### src/hw/rtl/atbs_pkg.sv
// Package with the widths, constants and types of the adaptive threshold bit slicer.
`timescale 1ns / 1ps

package atbs_pkg;

  localparam int AdcBits   = 10;
  localparam int SampleW   = 10;
  localparam int SumW      = 16;
  localparam int LevelW    = 16;
  localparam int SprW      = 7;
  localparam int RpbW      = 10;
  localparam int ByteW     = 8;
  localparam int SlotW     = 3;
  localparam int ThreshW   = 10;
  localparam int CfgIdxW   = 2;
  localparam int CfgDataW  = 10;
  localparam int DivCntW   = $clog2(SumW);

  localparam logic [SampleW-1:0] AdcMax  = SampleW'((1 << AdcBits) - 1);
  localparam logic [SumW-1:0]    SumMax  = 16'hffff;
  localparam logic [SlotW-1:0]   SlotTop = 3'd7;

  typedef enum logic [CfgIdxW-1:0] {
    CFG_SLICE_MODE          = 2'd0,
    CFG_SAMPLES_PER_READING = 2'd1,
    CFG_READINGS_PER_BIT    = 2'd2,
    CFG_MSB_FIRST           = 2'd3
  } cfg_reg_t;

  typedef enum logic [1:0] {
    ST_IDLE,
    ST_DIVIDE,
    ST_TRACK,
    ST_FINISH
  } seq_state_t;

endpackage

### src/hw/rtl/adaptive_threshold_bit_slicer_top.sv
// Top level: sample averaging sequencer, level tracking and bit slicing.
// A sample that does not close a reading is accepted without a stall, back to back.
// A closing sample loads the serial divider, which runs 16 restoring steps; the sequencer
// then collects the quotient, tracks levels and, when a result is due, writes it out.
// Input is stalled throughout, and for longer while an older result is stalled.
// Synchronous active-low reset restores control and tracking state, not data registers.
`timescale 1ns / 1ps

module adaptive_threshold_bit_slicer_top
  import atbs_pkg::*;
(
  input  logic                clk,
  input  logic                rst_n,
  input  logic                in_valid,
  output logic                in_stall,
  input  logic [SampleW-1:0]  in_adc_sample,
  output logic                out_valid,
  input  logic                out_stall,
  output logic [ByteW-1:0]    out_byte,
  output logic [ThreshW-1:0]  out_threshold,
  input  logic                cfg_we,
  input  logic [CfgIdxW-1:0]  cfg_index,
  input  logic [CfgDataW-1:0] cfg_wdata
);

  seq_state_t        state_r, state_nxt;
  logic              mode_r, mode_nxt;
  logic [SprW-1:0]   spr_r, spr_nxt;
  logic [RpbW-1:0]   rpb_r, rpb_nxt;
  logic              msb_r, msb_nxt;
  logic [SumW-1:0]   sum_r, sum_nxt;
  logic [SprW-1:0]   scnt_r, scnt_nxt;
  logic [RpbW-1:0]   rcnt_r, rcnt_nxt;
  logic [SlotW-1:0]  slot_r, slot_nxt;
  logic [LevelW-1:0] min_r, min_nxt;
  logic [LevelW-1:0] max_r, max_nxt;
  logic [LevelW-1:0] cut_r, cut_nxt;
  logic [ByteW-1:0]  shift_r, shift_nxt;
  logic [ByteW-1:0]  asm_r, asm_nxt;
  logic [LevelW-1:0] rd_r, rd_nxt;
  logic              ovld_r, ovld_nxt;
  logic [ByteW-1:0]  obyte_r, obyte_nxt;
  logic [ThreshW-1:0] othr_r, othr_nxt;

  logic              div_start;
  logic              div_done;
  logic [SumW-1:0]   div_quo;
  logic [SumW-1:0]   div_dividend;

  logic [SumW:0]     sum_add;
  logic [SumW-1:0]   sum_sat;
  logic [SprW-1:0]   scnt_inc;
  logic [SprW-1:0]   n_eff;
  logic [RpbW-1:0]   rcnt_inc;
  logic [RpbW-1:0]   per_bit;
  logic [SlotW-1:0]  pos;
  logic [LevelW:0]   mid_sum;
  logic [LevelW-1:0] cut_new;
  logic              out_free;

  always_comb begin
    sum_add  = {1'b0, sum_r} + (SumW + 1)'(in_adc_sample & AdcMax);
    sum_sat  = sum_add[SumW] ? SumMax : sum_add[SumW-1:0];
    scnt_inc = scnt_r + 1'b1;
    n_eff    = (spr_r == '0) ? SprW'(1) : spr_r;
    rcnt_inc = rcnt_r + 1'b1;
    per_bit  = (rpb_r == '0) ? RpbW'(1) : rpb_r;
    pos      = msb_r ? slot_r : ~slot_r;
    mid_sum  = {1'b0, max_r} + {1'b0, min_r};
    cut_new  = (max_r > min_r) ? mid_sum[LevelW:1] : cut_r;
    out_free = !ovld_r || !out_stall;
  end

  always_comb begin
    state_nxt      = state_r;
    mode_nxt       = mode_r;
    spr_nxt        = spr_r;
    rpb_nxt        = rpb_r;
    msb_nxt        = msb_r;
    sum_nxt        = sum_r;
    scnt_nxt       = scnt_r;
    rcnt_nxt       = rcnt_r;
    slot_nxt       = slot_r;
    min_nxt        = min_r;
    max_nxt        = max_r;
    cut_nxt        = cut_r;
    shift_nxt      = shift_r;
    asm_nxt        = asm_r;
    rd_nxt         = rd_r;
    ovld_nxt       = ovld_r && out_stall;
    obyte_nxt      = obyte_r;
    othr_nxt       = othr_r;
    div_start      = 1'b0;
    div_dividend   = sum_sat;

    if (cfg_we) begin
      unique case (cfg_index)
        CFG_SLICE_MODE:          mode_nxt = cfg_wdata[0];
        CFG_SAMPLES_PER_READING: spr_nxt  = cfg_wdata[SprW-1:0];
        CFG_READINGS_PER_BIT:    rpb_nxt  = cfg_wdata[RpbW-1:0];
        CFG_MSB_FIRST:           msb_nxt  = cfg_wdata[0];
        default: ;
      endcase
    end

    unique case (state_r)
      ST_IDLE: begin
        if (in_valid) begin
          if (scnt_inc != '0 && scnt_inc < n_eff) begin
            sum_nxt  = sum_sat;
            scnt_nxt = scnt_inc;
          end else begin
            sum_nxt        = '0;
            scnt_nxt       = '0;
            div_start      = 1'b1;
            state_nxt      = ST_DIVIDE;
          end
        end
      end
      ST_DIVIDE: begin
        if (div_done) begin
          rd_nxt    = div_quo;
          state_nxt = ST_TRACK;
        end
      end
      ST_TRACK: begin
        if (rd_r < min_r) min_nxt = rd_r;
        if (rd_r > max_r) max_nxt = rd_r;
        if (!mode_r) begin
          state_nxt = ST_FINISH;
        end else begin
          if (rd_r >= cut_r) asm_nxt = asm_r | (ByteW'(1) << pos);
          state_nxt = ST_IDLE;
          if (rcnt_inc != '0 && rcnt_inc < per_bit) begin
            rcnt_nxt = rcnt_inc;
          end else begin
            rcnt_nxt = '0;
            if (slot_r != '0) begin
              slot_nxt = slot_r - 1'b1;
            end else begin
              state_nxt = ST_FINISH;
            end
          end
        end
      end
      ST_FINISH: begin
        if (out_free) begin
          cut_nxt  = cut_new;
          othr_nxt = cut_new[ThreshW-1:0];
          ovld_nxt = 1'b1;
          if (!mode_r) begin
            shift_nxt = {shift_r[ByteW-2:0], (rd_r >= cut_new)};
            obyte_nxt = {shift_r[ByteW-2:0], (rd_r >= cut_new)};
          end else begin
            obyte_nxt = asm_r;
            asm_nxt   = '0;
            slot_nxt  = SlotTop;
          end
          state_nxt = ST_IDLE;
        end
      end
      default: state_nxt = ST_IDLE;
    endcase
  end

  atbs_divider u_divider (
    .clk      (clk),
    .rst_n    (rst_n),
    .start    (div_start),
    .dividend (div_dividend),
    .divisor  (n_eff),
    .done     (div_done),
    .quotient (div_quo)
  );

  always_ff @(posedge clk) begin
    if (!rst_n) begin
      state_r <= ST_IDLE;
      mode_r  <= 1'b1;
      spr_r   <= SprW'(10);
      rpb_r   <= RpbW'(10);
      msb_r   <= 1'b1;
      sum_r   <= '0;
      scnt_r  <= '0;
      rcnt_r  <= '0;
      slot_r  <= SlotTop;
      min_r   <= LevelW'(AdcMax);
      max_r   <= LevelW'(1);
      cut_r   <= '0;
      shift_r <= '0;
      asm_r   <= '0;
      ovld_r  <= 1'b0;
    end else begin
      state_r <= state_nxt;
      mode_r  <= mode_nxt;
      spr_r   <= spr_nxt;
      rpb_r   <= rpb_nxt;
      msb_r   <= msb_nxt;
      sum_r   <= sum_nxt;
      scnt_r  <= scnt_nxt;
      rcnt_r  <= rcnt_nxt;
      slot_r  <= slot_nxt;
      min_r   <= min_nxt;
      max_r   <= max_nxt;
      cut_r   <= cut_nxt;
      shift_r <= shift_nxt;
      asm_r   <= asm_nxt;
      ovld_r  <= ovld_nxt;
    end
  end

  always_ff @(posedge clk) begin
    rd_r    <= rd_nxt;
    obyte_r <= obyte_nxt;
    othr_r  <= othr_nxt;
  end

  assign in_stall      = (state_r != ST_IDLE);
  assign out_valid     = ovld_r;
  assign out_byte      = obyte_r;
  assign out_threshold = othr_r;

endmodule

### src/hw/rtl/atbs_divider.sv
// Bit-serial restoring divider that turns a sample sum into one averaged reading.
`timescale 1ns / 1ps

module atbs_divider
  import atbs_pkg::*;
(
  input  logic             clk,
  input  logic             rst_n,
  input  logic             start,
  input  logic [SumW-1:0]  dividend,
  input  logic [SprW-1:0]  divisor,
  output logic             done,
  output logic [SumW-1:0]  quotient
);

  logic               busy_r, busy_nxt;
  logic               done_r, done_nxt;
  logic [DivCntW-1:0] cnt_r, cnt_nxt;
  logic [SumW-1:0]    quo_r, quo_nxt;
  logic [SprW-1:0]    rem_r, rem_nxt;
  logic [SprW-1:0]    dvs_r, dvs_nxt;
  logic [SprW:0]      rem_shift;
  logic [SprW:0]      rem_diff;

  always_comb begin
    rem_shift = {rem_r, quo_r[SumW-1]};
    rem_diff  = rem_shift - {1'b0, dvs_r};
    busy_nxt  = busy_r;
    done_nxt  = 1'b0;
    cnt_nxt   = cnt_r;
    quo_nxt   = quo_r;
    rem_nxt   = rem_r;
    dvs_nxt   = dvs_r;
    if (start) begin
      busy_nxt = 1'b1;
      cnt_nxt  = '0;
      quo_nxt  = dividend;
      rem_nxt  = '0;
      dvs_nxt  = divisor;
    end else if (busy_r) begin
      if (rem_shift >= {1'b0, dvs_r}) begin
        rem_nxt = rem_diff[SprW-1:0];
        quo_nxt = {quo_r[SumW-2:0], 1'b1};
      end else begin
        rem_nxt = rem_shift[SprW-1:0];
        quo_nxt = {quo_r[SumW-2:0], 1'b0};
      end
      cnt_nxt = cnt_r + 1'b1;
      if (cnt_r == DivCntW'(SumW - 1)) begin
        busy_nxt = 1'b0;
        done_nxt = 1'b1;
      end
    end
  end

  always_ff @(posedge clk) begin
    if (!rst_n) begin
      busy_r <= 1'b0;
      done_r <= 1'b0;
      cnt_r  <= '0;
    end else begin
      busy_r <= busy_nxt;
      done_r <= done_nxt;
      cnt_r  <= cnt_nxt;
    end
  end

  always_ff @(posedge clk) begin
    quo_r <= quo_nxt;
    rem_r <= rem_nxt;
    dvs_r <= dvs_nxt;
  end

  assign done     = done_r;
  assign quotient = quo_r;

endmodule

### config.mk
export PLATFORM = sky130hd
export DESIGN_NAME = adaptive_threshold_bit_slicer_top
export DESIGN_NICKNAME = d
export VERILOG_FILES = /design/src/hw/rtl/atbs_pkg.sv /design/src/hw/rtl/adaptive_threshold_bit_slicer_top.sv /design/src/hw/rtl/atbs_divider.sv
export SDC_FILE = /design/constraint.sdc
export NUM_CORES = 1
export LEC_CHECK = 0
export ABC_AREA = 1
export ABC_CLOCK_PERIOD_IN_PS = 5420
export BUFFER_PORTS_ARGS = -buffer_cell sky130_fd_sc_hd__buf_2
export CORE_MARGIN = 2
export CORE_UTILIZATION = 35
export CTS_CLUSTER_DIAMETER = 80
export CTS_CLUSTER_SIZE = 10
export DETAILED_ROUTE_END_ITERATION = 12
export GPL_ROUTABILITY_DRIVEN = 0
export PLACE_DENSITY = 0.48
export SETUP_SLACK_MARGIN = 0.02
export SLEW_MARGIN = 10
export SYNTH_ARGS = -nofsm -noshare
export SYNTH_HDL_FRONTEND = slang
export SYNTH_SLANG_ARGS = --single-unit
### constraint.sdc
create_clock -name clk -period 5.42 [get_ports clk]
set_input_delay 0.542 -clock clk [delete_from_list [all_inputs] [get_ports clk]]
set_output_delay 0.542 -clock clk [all_outputs]
set_load 0.005 [all_outputs]
==> results.cfg, run 1 <==
[outcome]
status = finished clean

[grt]
grt_max_degree = 49
grt-ovfl-total = 0
grt_pass1_wl_microns = 49780
grt_pass1_vias = 9712
grtUsageTotal = 0.1705
antenna_found_initial = 0

[clocking]
clockBufferDepth = 2
htreeDepth = 4
cts_buffers = 17
cts.clk_slew.worst_paths_ns = 0.08
cts_resized = 0
ctsRootBufferMaster = clkbuf_16
post_cts_buffers = 0
postCtsHoldBufs = 0
clk_latency_ns = 0.45
cts_tree = done
clock-sinks = 191

[place]
preCtsSetupSlack_ns = 1.782
port_buffers = 46
dp_hpwl_microns = 23000

[drt]
ant_nets = 0
drc_errors = 0
drt-total-wl_microns = 29940
viasPerCell = 4.741
drtIter0Drc = 374
dr_total_vias = 10170
dr.pass1.iters = 4
wl_per_cell_microns = 13.96

[hold_path]
hold_class = in -> reg
min-delay-start = cfg_wdata[1]
holdPathStages = 3
min_delay_worst_endpoint = rpb_r[1]

[critical_path]
r2r_cells = 17
worst-setup-path-type = reg -> reg
path_max_fanout = 19
end_kind = flop
crit_arrival_ns = 3.78
worstPathRequired_ns = 5.62
startpoint_type = flop
r2r_start = min_r[13]
r2r_end = out_byte[0]
r2r_slack_ns = 1.85

[power_and_ir_drop]
p_leak_nw = 6.304
powerDensity_nw_per_um2 = 415.0
seq_power_share = 0.323
power.net_switching_mw = 2.415
switching_share = 0.4292
pwr-share-clk = 0.243
comb_power_share = 0.434
p_int_mw = 3.212
ir_drop_mv = 0.2548

[floorplanning]
io_pins = 47
die_h_microns = 191.6
row_count = 68
die-width_microns = 191.6
initial_utilization = 0.3557
die_area_sq_um = 36710
core_sq_um = 34630

[timing]
worstMarginPinSlew_ns = 1.104
finClkSkew_ns = 0.009966
clock.fmax_mhz = 279.7
relSlewSlack = 0.2602
hold_viol_final = 0
fin_tns_setup_ns = 0
setup_viol = 0
fin_ws_ns = 1.845
slew_viol_final = 0
fin_crit_sh = 0.6596
final.min_clock_period_ns = 3.575
rsz0062_at_grt = no

[finish]
layout.nets = 1840
fill_cells = 3646
final_common_cell = nand2_1
final_cell_mix = 391 x nand2_1, 234 x inv_1, 134 x dfxtp_1, 133 x a21oi_1, 133 x ha_1
diodes = 0
area.growth.synth_to_final_pct = 10.09
drive_gt1_frac = 0.1024

[job]
cap_violations = 0

[yosys]
syn_nets = 1816
avgSynthCellArea_sq_um = 7.451
synth_edf_count = 57
ys.flop_type = dfxtp_1
yosys_register_bits = 191
synth_cells = 1653
synth_area_sq_um = 12320
synth_seq_area_share = 0.3568
synth_cell_type_count = 54
ys_warn_count = 0
synth-async-reset-ratio = 0
-- kinds of logic after synthesis --
kind of cell               after synthesis  share of synthesized area
and+or+nand+nor                        733                     0.2647
adders and majority gates              136                     0.1400
AOI/OAI and AO/OA                      279                     0.1285
xor gates and xnor gates                23                    0.01635
buffers and inverters                  291                    0.09366
DFF                                    191                     0.3568
-- registers in the layout, summed over array words and instances (netlist names), 2 cells and up --
register,cells
cut_r,16
max_r,16
min_r,16
rd_r,16
sum_r,16
u_divider.quotient,16
out_threshold,10
rcnt_r,10
rpb_r,10
asm_r,8
out_byte,8
scnt_r,7
shift_r,7
spr_r,7
u_divider.dvs_r,7
u_divider.rem_r,7
u_divider.cnt_r,4
slot_r,3
state_r,2
-- cell type report --
cell class	count	area (sq um)	share of cell area
clock buffer	17	425.4	0.03137
clock inverter	15	196.4	0.01449
timing repair buffer	53	282.8	0.02085
sequential	191	4394	0.3241
inverter	243	912.1	0.06727
multi-input combinational	1171	6779	0.5000
tap	455	569.3	0.04199
-- power by group through the flow --
| stage | clock network (mW) | registers [mW] | logic [mW] |
|---|---|---|---|
| floorplan | 0 | 1.80 | 1.94 |
| global placement | 0 | 1.85 | 2.45 |
| detailed placement | 0 | 1.85 | 2.46 |
| CTS | 1.41 | 1.82 | 2.47 |
| global route | 1.46 | 1.84 | 2.84 |
| finish | 1.36 | 1.82 | 2.44 |
-- how the worst max path moves through the flow --
| stage | from | endpoint | slack [ns] | cells past startpoint |
|---|---|---|---|---|
| floorplan | min_r[9] | out_byte[0] | 2.57 | 21 |
| global placement | min_r[13] | out_byte[0] | 1.89 | 17 |
| detailed placement | min_r[13] | out_byte[0] | 1.78 | 17 |
| CTS | min_r[13] | out_byte[0] | 1.76 | 17 |
| global route | min_r[14] | out_byte[0] | 1.30 | 17 |
| finish | min_r[13] | out_byte[0] | 1.85 | 17 |
-- Yosys cell counts (10+ instances only) --
| library cell | n | area share |
|---|---|---|
| nor3_1 | 12 | 0.0049 |
| nor2_1 | 127 | 0.039 |
| inv_1 | 235 | 0.072 |
| edfxtp_1 | 57 | 0.14 |
| nand2_2 | 26 | 0.013 |
| nand4_1 | 29 | 0.015 |
| nand3_1 | 91 | 0.037 |
| a21oi_1 | 133 | 0.054 |
| ha_1 | 133 | 0.14 |
| o21ai_0 | 74 | 0.030 |
| nor2_2 | 10 | 0.0051 |
| dfxtp_1 | 134 | 0.22 |
| nand2_1 | 391 | 0.12 |
| a21oi_2 | 20 | 0.014 |
| xor2_1 | 17 | 0.012 |
| nand3b_1 | 20 | 0.012 |
| clkbuf_1 | 33 | 0.010 |
-- metrics by stage --
stage / util / std cells / hold slack, ns / total power [mW] / area, sq um
after floorplan: - / 1653 / 0.4246 / 3.745 / 12320
after global placement: 0.3736 / 2113 / 0.4361 / 4.297 / 12940
after detailed placement: 0.3736 / 2113 / 0.4351 / 4.309 / 12940
after CTS: 0.3916 / 2145 / 0.3328 / 5.696 / 13560
after global routing: 0.3916 / 2145 / 0.3527 / 6.142 / 13560
final: 0.3916 / 2145 / 0.3474 / 5.627 / 13560
-- critical path, cell delays in order, from the launching register on --
cell and delay [ns]:
dfxtp_1 0.34, inv_1 0.08, ha_1 0.37, nand4_1 0.18
nor4_2 0.25, nand3_1 0.17, nand2_2 0.37, inv_2 0.23
o21ai_0 0.29, ha_1 0.30, nand2_1 0.07, inv_1 0.03
o21ai_0 0.13, nand2_1 0.07, a21oi_1 0.16, nand3_1 0.15
nand2_1 0.08, o21ai_0 0.07
-- routing by layer --
layer / up-vias / part of all wire / wire (microns) / GRT usage
met2: 95 / 0.45 / 13470 / 0.2762
met3: 18 / 0.025 / 751 / 0.02704
met4: 0 / 0.010 / 301 / 0.03846
met1: 4591 / 0.51 / 15420 / 0.2381
li1: 5466 / - / - / -
met5: - / 0 / 0 / 0
Note: power is estimated with default switching activity, not from simulation.
==> run 2, diff against run 1 <==
--- a/config.mk
+++ b/config.mk
@@ -6,7 +6,7 @@
 export NUM_CORES = 1
 export LEC_CHECK = 0
 export ABC_AREA = 1
-export ABC_CLOCK_PERIOD_IN_PS = 5420
+export ABC_CLOCK_PERIOD_IN_PS = 3100
 export BUFFER_PORTS_ARGS = -buffer_cell sky130_fd_sc_hd__buf_2
 export CORE_MARGIN = 2
 export CORE_UTILIZATION = 35
@@ -14,7 +14,7 @@
 export CTS_CLUSTER_SIZE = 10
 export DETAILED_ROUTE_END_ITERATION = 12
 export GPL_ROUTABILITY_DRIVEN = 0
-export PLACE_DENSITY = 0.48
+export PLACE_DENSITY = 0.5
 export SETUP_SLACK_MARGIN = 0.02
 export SLEW_MARGIN = 10
 export SYNTH_ARGS = -nofsm -noshare
==> constraint.sdc (replaced) <==
create_clock -name clk -period 3.1 [get_ports clk]
set_input_delay 0.31 -clock clk [delete_from_list [all_inputs] [get_ports clk]]
set_output_delay 0.31 -clock clk [all_outputs]
set_load 0.005 [all_outputs]
==> run 2 against run 1 <==
First-iteration DRC count grew 26%. Non-clock buffer count up 92. Register-to-register slack got worse by 1.8 ns. Combinational power rose by 140%. Critical path depth shrank 1. Total power increased by 100%. Clock power increased by 62%. Design area grew 8.0%. Clock skew grew 0.0021 ns. Sequential share of layout area shrank 2.4 points.
==> results.cfg, run 2 (same netlist as run 1, synthesis figures left out) <==
[critical_path]
path_max_fanout = 8
crit_arrival_ns = 3.30
startpoint_type = flop
worstPathRequired_ns = 3.31
worst-setup-path-type = reg -> reg
end_kind = flop

[finish]
layout.nets = 1932
final_cell_mix = 376 x nand2_1, 223 x inv_1, 129 x dfxtp_1, 125 x a21oi_1, 123 x nor2_1
area.growth.synth_to_final_pct = 18.88
final_common_cell = nand2_1
fill_cells = 3573
fin_area_sq_um = 14640
final_util = 0.4229
diodes = 0
drive_gt1_frac = 0.1874

[timing]
finClkSkew_ns = 0.01205
final.min_clock_period_ns = 3.089
setup_viol = 0
fin_ws_ns = 0.01110
slew_viol_final = 0
fin_tns_setup_ns = 0
worstMarginPinSlew_ns = 0.8302
fin_crit_sh = 0.9964
hold_viol_final = 0
holdWs_ns = 0.1130
relSlewSlack = 0.4423
rsz0062_at_grt = yes
clock.fmax_mhz = 323.7

[power_and_ir_drop]
p_int_mw = 6.506
switching_share = 0.4227
powerDensity_nw_per_um2 = 769.7
pwr-share-clk = 0.196
comb_power_share = 0.525
power.net_switching_mw = 4.764
seq_power_share = 0.279
p_leak_nw = 6.788
ir_drop_mv = 0.4917

[floorplanning]
die_area_sq_um = 36710
io_pins = 47
initial_utilization = 0.3557
core_sq_um = 34630
row_count = 68
die_h_microns = 191.6
die-width_microns = 191.6

[drt]
dr.pass1.iters = 5
viasPerCell = 4.757
drtIter0Drc = 471
dr_total_vias = 10641
wl_per_cell_microns = 13.99
ant_nets = 0
drt-total-wl_microns = 31300
drc_errors = 0

[place]
dpl_cell_area_sq_um = 13600
dp_hpwl_microns = 23870
preCtsSetupSlack_ns = -0.1082
port_buffers = 46

[grt]
antenna_found_initial = 0
grt_max_degree = 68
grt_pass1_vias = 10331
grt_pass1_wl_microns = 52180
grtUsageTotal = 0.1790
grt-ovfl-total = 0

[clocking]
clock-sinks = 191
clockBufferDepth = 2
cts.clk_slew.worst_paths_ns = 0.08
ctsRootBufferMaster = clkbuf_16
cts_buffers = 17
clk_latency_ns = 0.46
htreeDepth = 4
cts_tree = done

[hold_path]
hold_class = in -> reg

[outcome]
status = finished clean

[job]
cap_violations = 0
[run 2: final timing paths]
check,startpoint,slack [ns],to,cells past startpoint
setup / recovery,min_r[12],0.01,out_byte[0],16
hold / removal,cfg_wdata[1],0.11,rpb_r[1],3
setup reg to reg,min_r[12],0.01,out_byte[0],16
hold reg to reg,u_divider.quotient[4],0.45,rd_r[4],0
[run 2: metrics by stage]
| step | power [mW] | instances |
|---|---|---|
| after floorplan | 6.547 | 1653 |
| after global placement | 8.213 | 2194 |
| after detailed placement | 8.244 | 2194 |
| after CTS | 10.88 | 2231 |
| after global routing | 12.22 | 2237 |
| final | 11.27 | 2237 |
[run 2: per-layer routing]
metal  routed length, microns  part of all wire  GRT usage
met5                        0                 0          0
met4                      331             0.011    0.04231
met3                      895             0.029    0.03106
met2                    14250              0.46     0.2914
met1                    15820              0.51     0.2464
[run 2: power groups by stage]
stage                     clock [mW]  combinational [mW]  sequential [mW]
after CTS                       2.27                5.46             3.14
after floorplan                    0                3.40             3.15
after global routing            2.37                6.66             3.18
after detailed placement           0                5.06             3.19
after global placement             0                5.04             3.17
final                           2.20                5.92             3.15
[run 2: what timing repair did]
action                                  in CTS  in global routing
hold buffers                                 0                  0
gates cloned                                 1                  0
pin swaps                                   10                 18
endpoints found under the setup margin       2                  2
buffers inserted                             4                  6
gates resized for setup                     35                 55
[run 2: cell type report]
| class | instances | area, sq um | share of cell area |
|---|---|---|---|
| inverter | 243 | 919.6 | 0.06280 |
| clock inverter | 15 | 146.4 | 0.009997 |
| sequential | 191 | 4400 | 0.3005 |
| clock buffer | 17 | 425.4 | 0.02905 |
| timing repair buffer | 145 | 1056 | 0.07212 |
| tap | 455 | 569.3 | 0.03888 |
| multi-input combinational | 1171 | 7126 | 0.4866 |
[run 2: worst max-delay path, stage by stage (launching register included)]
cell     delay, ns
dfxtp_2       0.34
inv_2         0.05
ha_4          0.26
nand4_1       0.20
nor4_4        0.31
nand3_2       0.15
nand2_4       0.17
buf_12        0.15
nand2_2       0.05
and2_1        0.15
ha_1          0.32
a21oi_1       0.15
o21ai_1       0.13
a21oi_4       0.17
nand3_2       0.12
nand2_1       0.07
o21ai_1       0.07
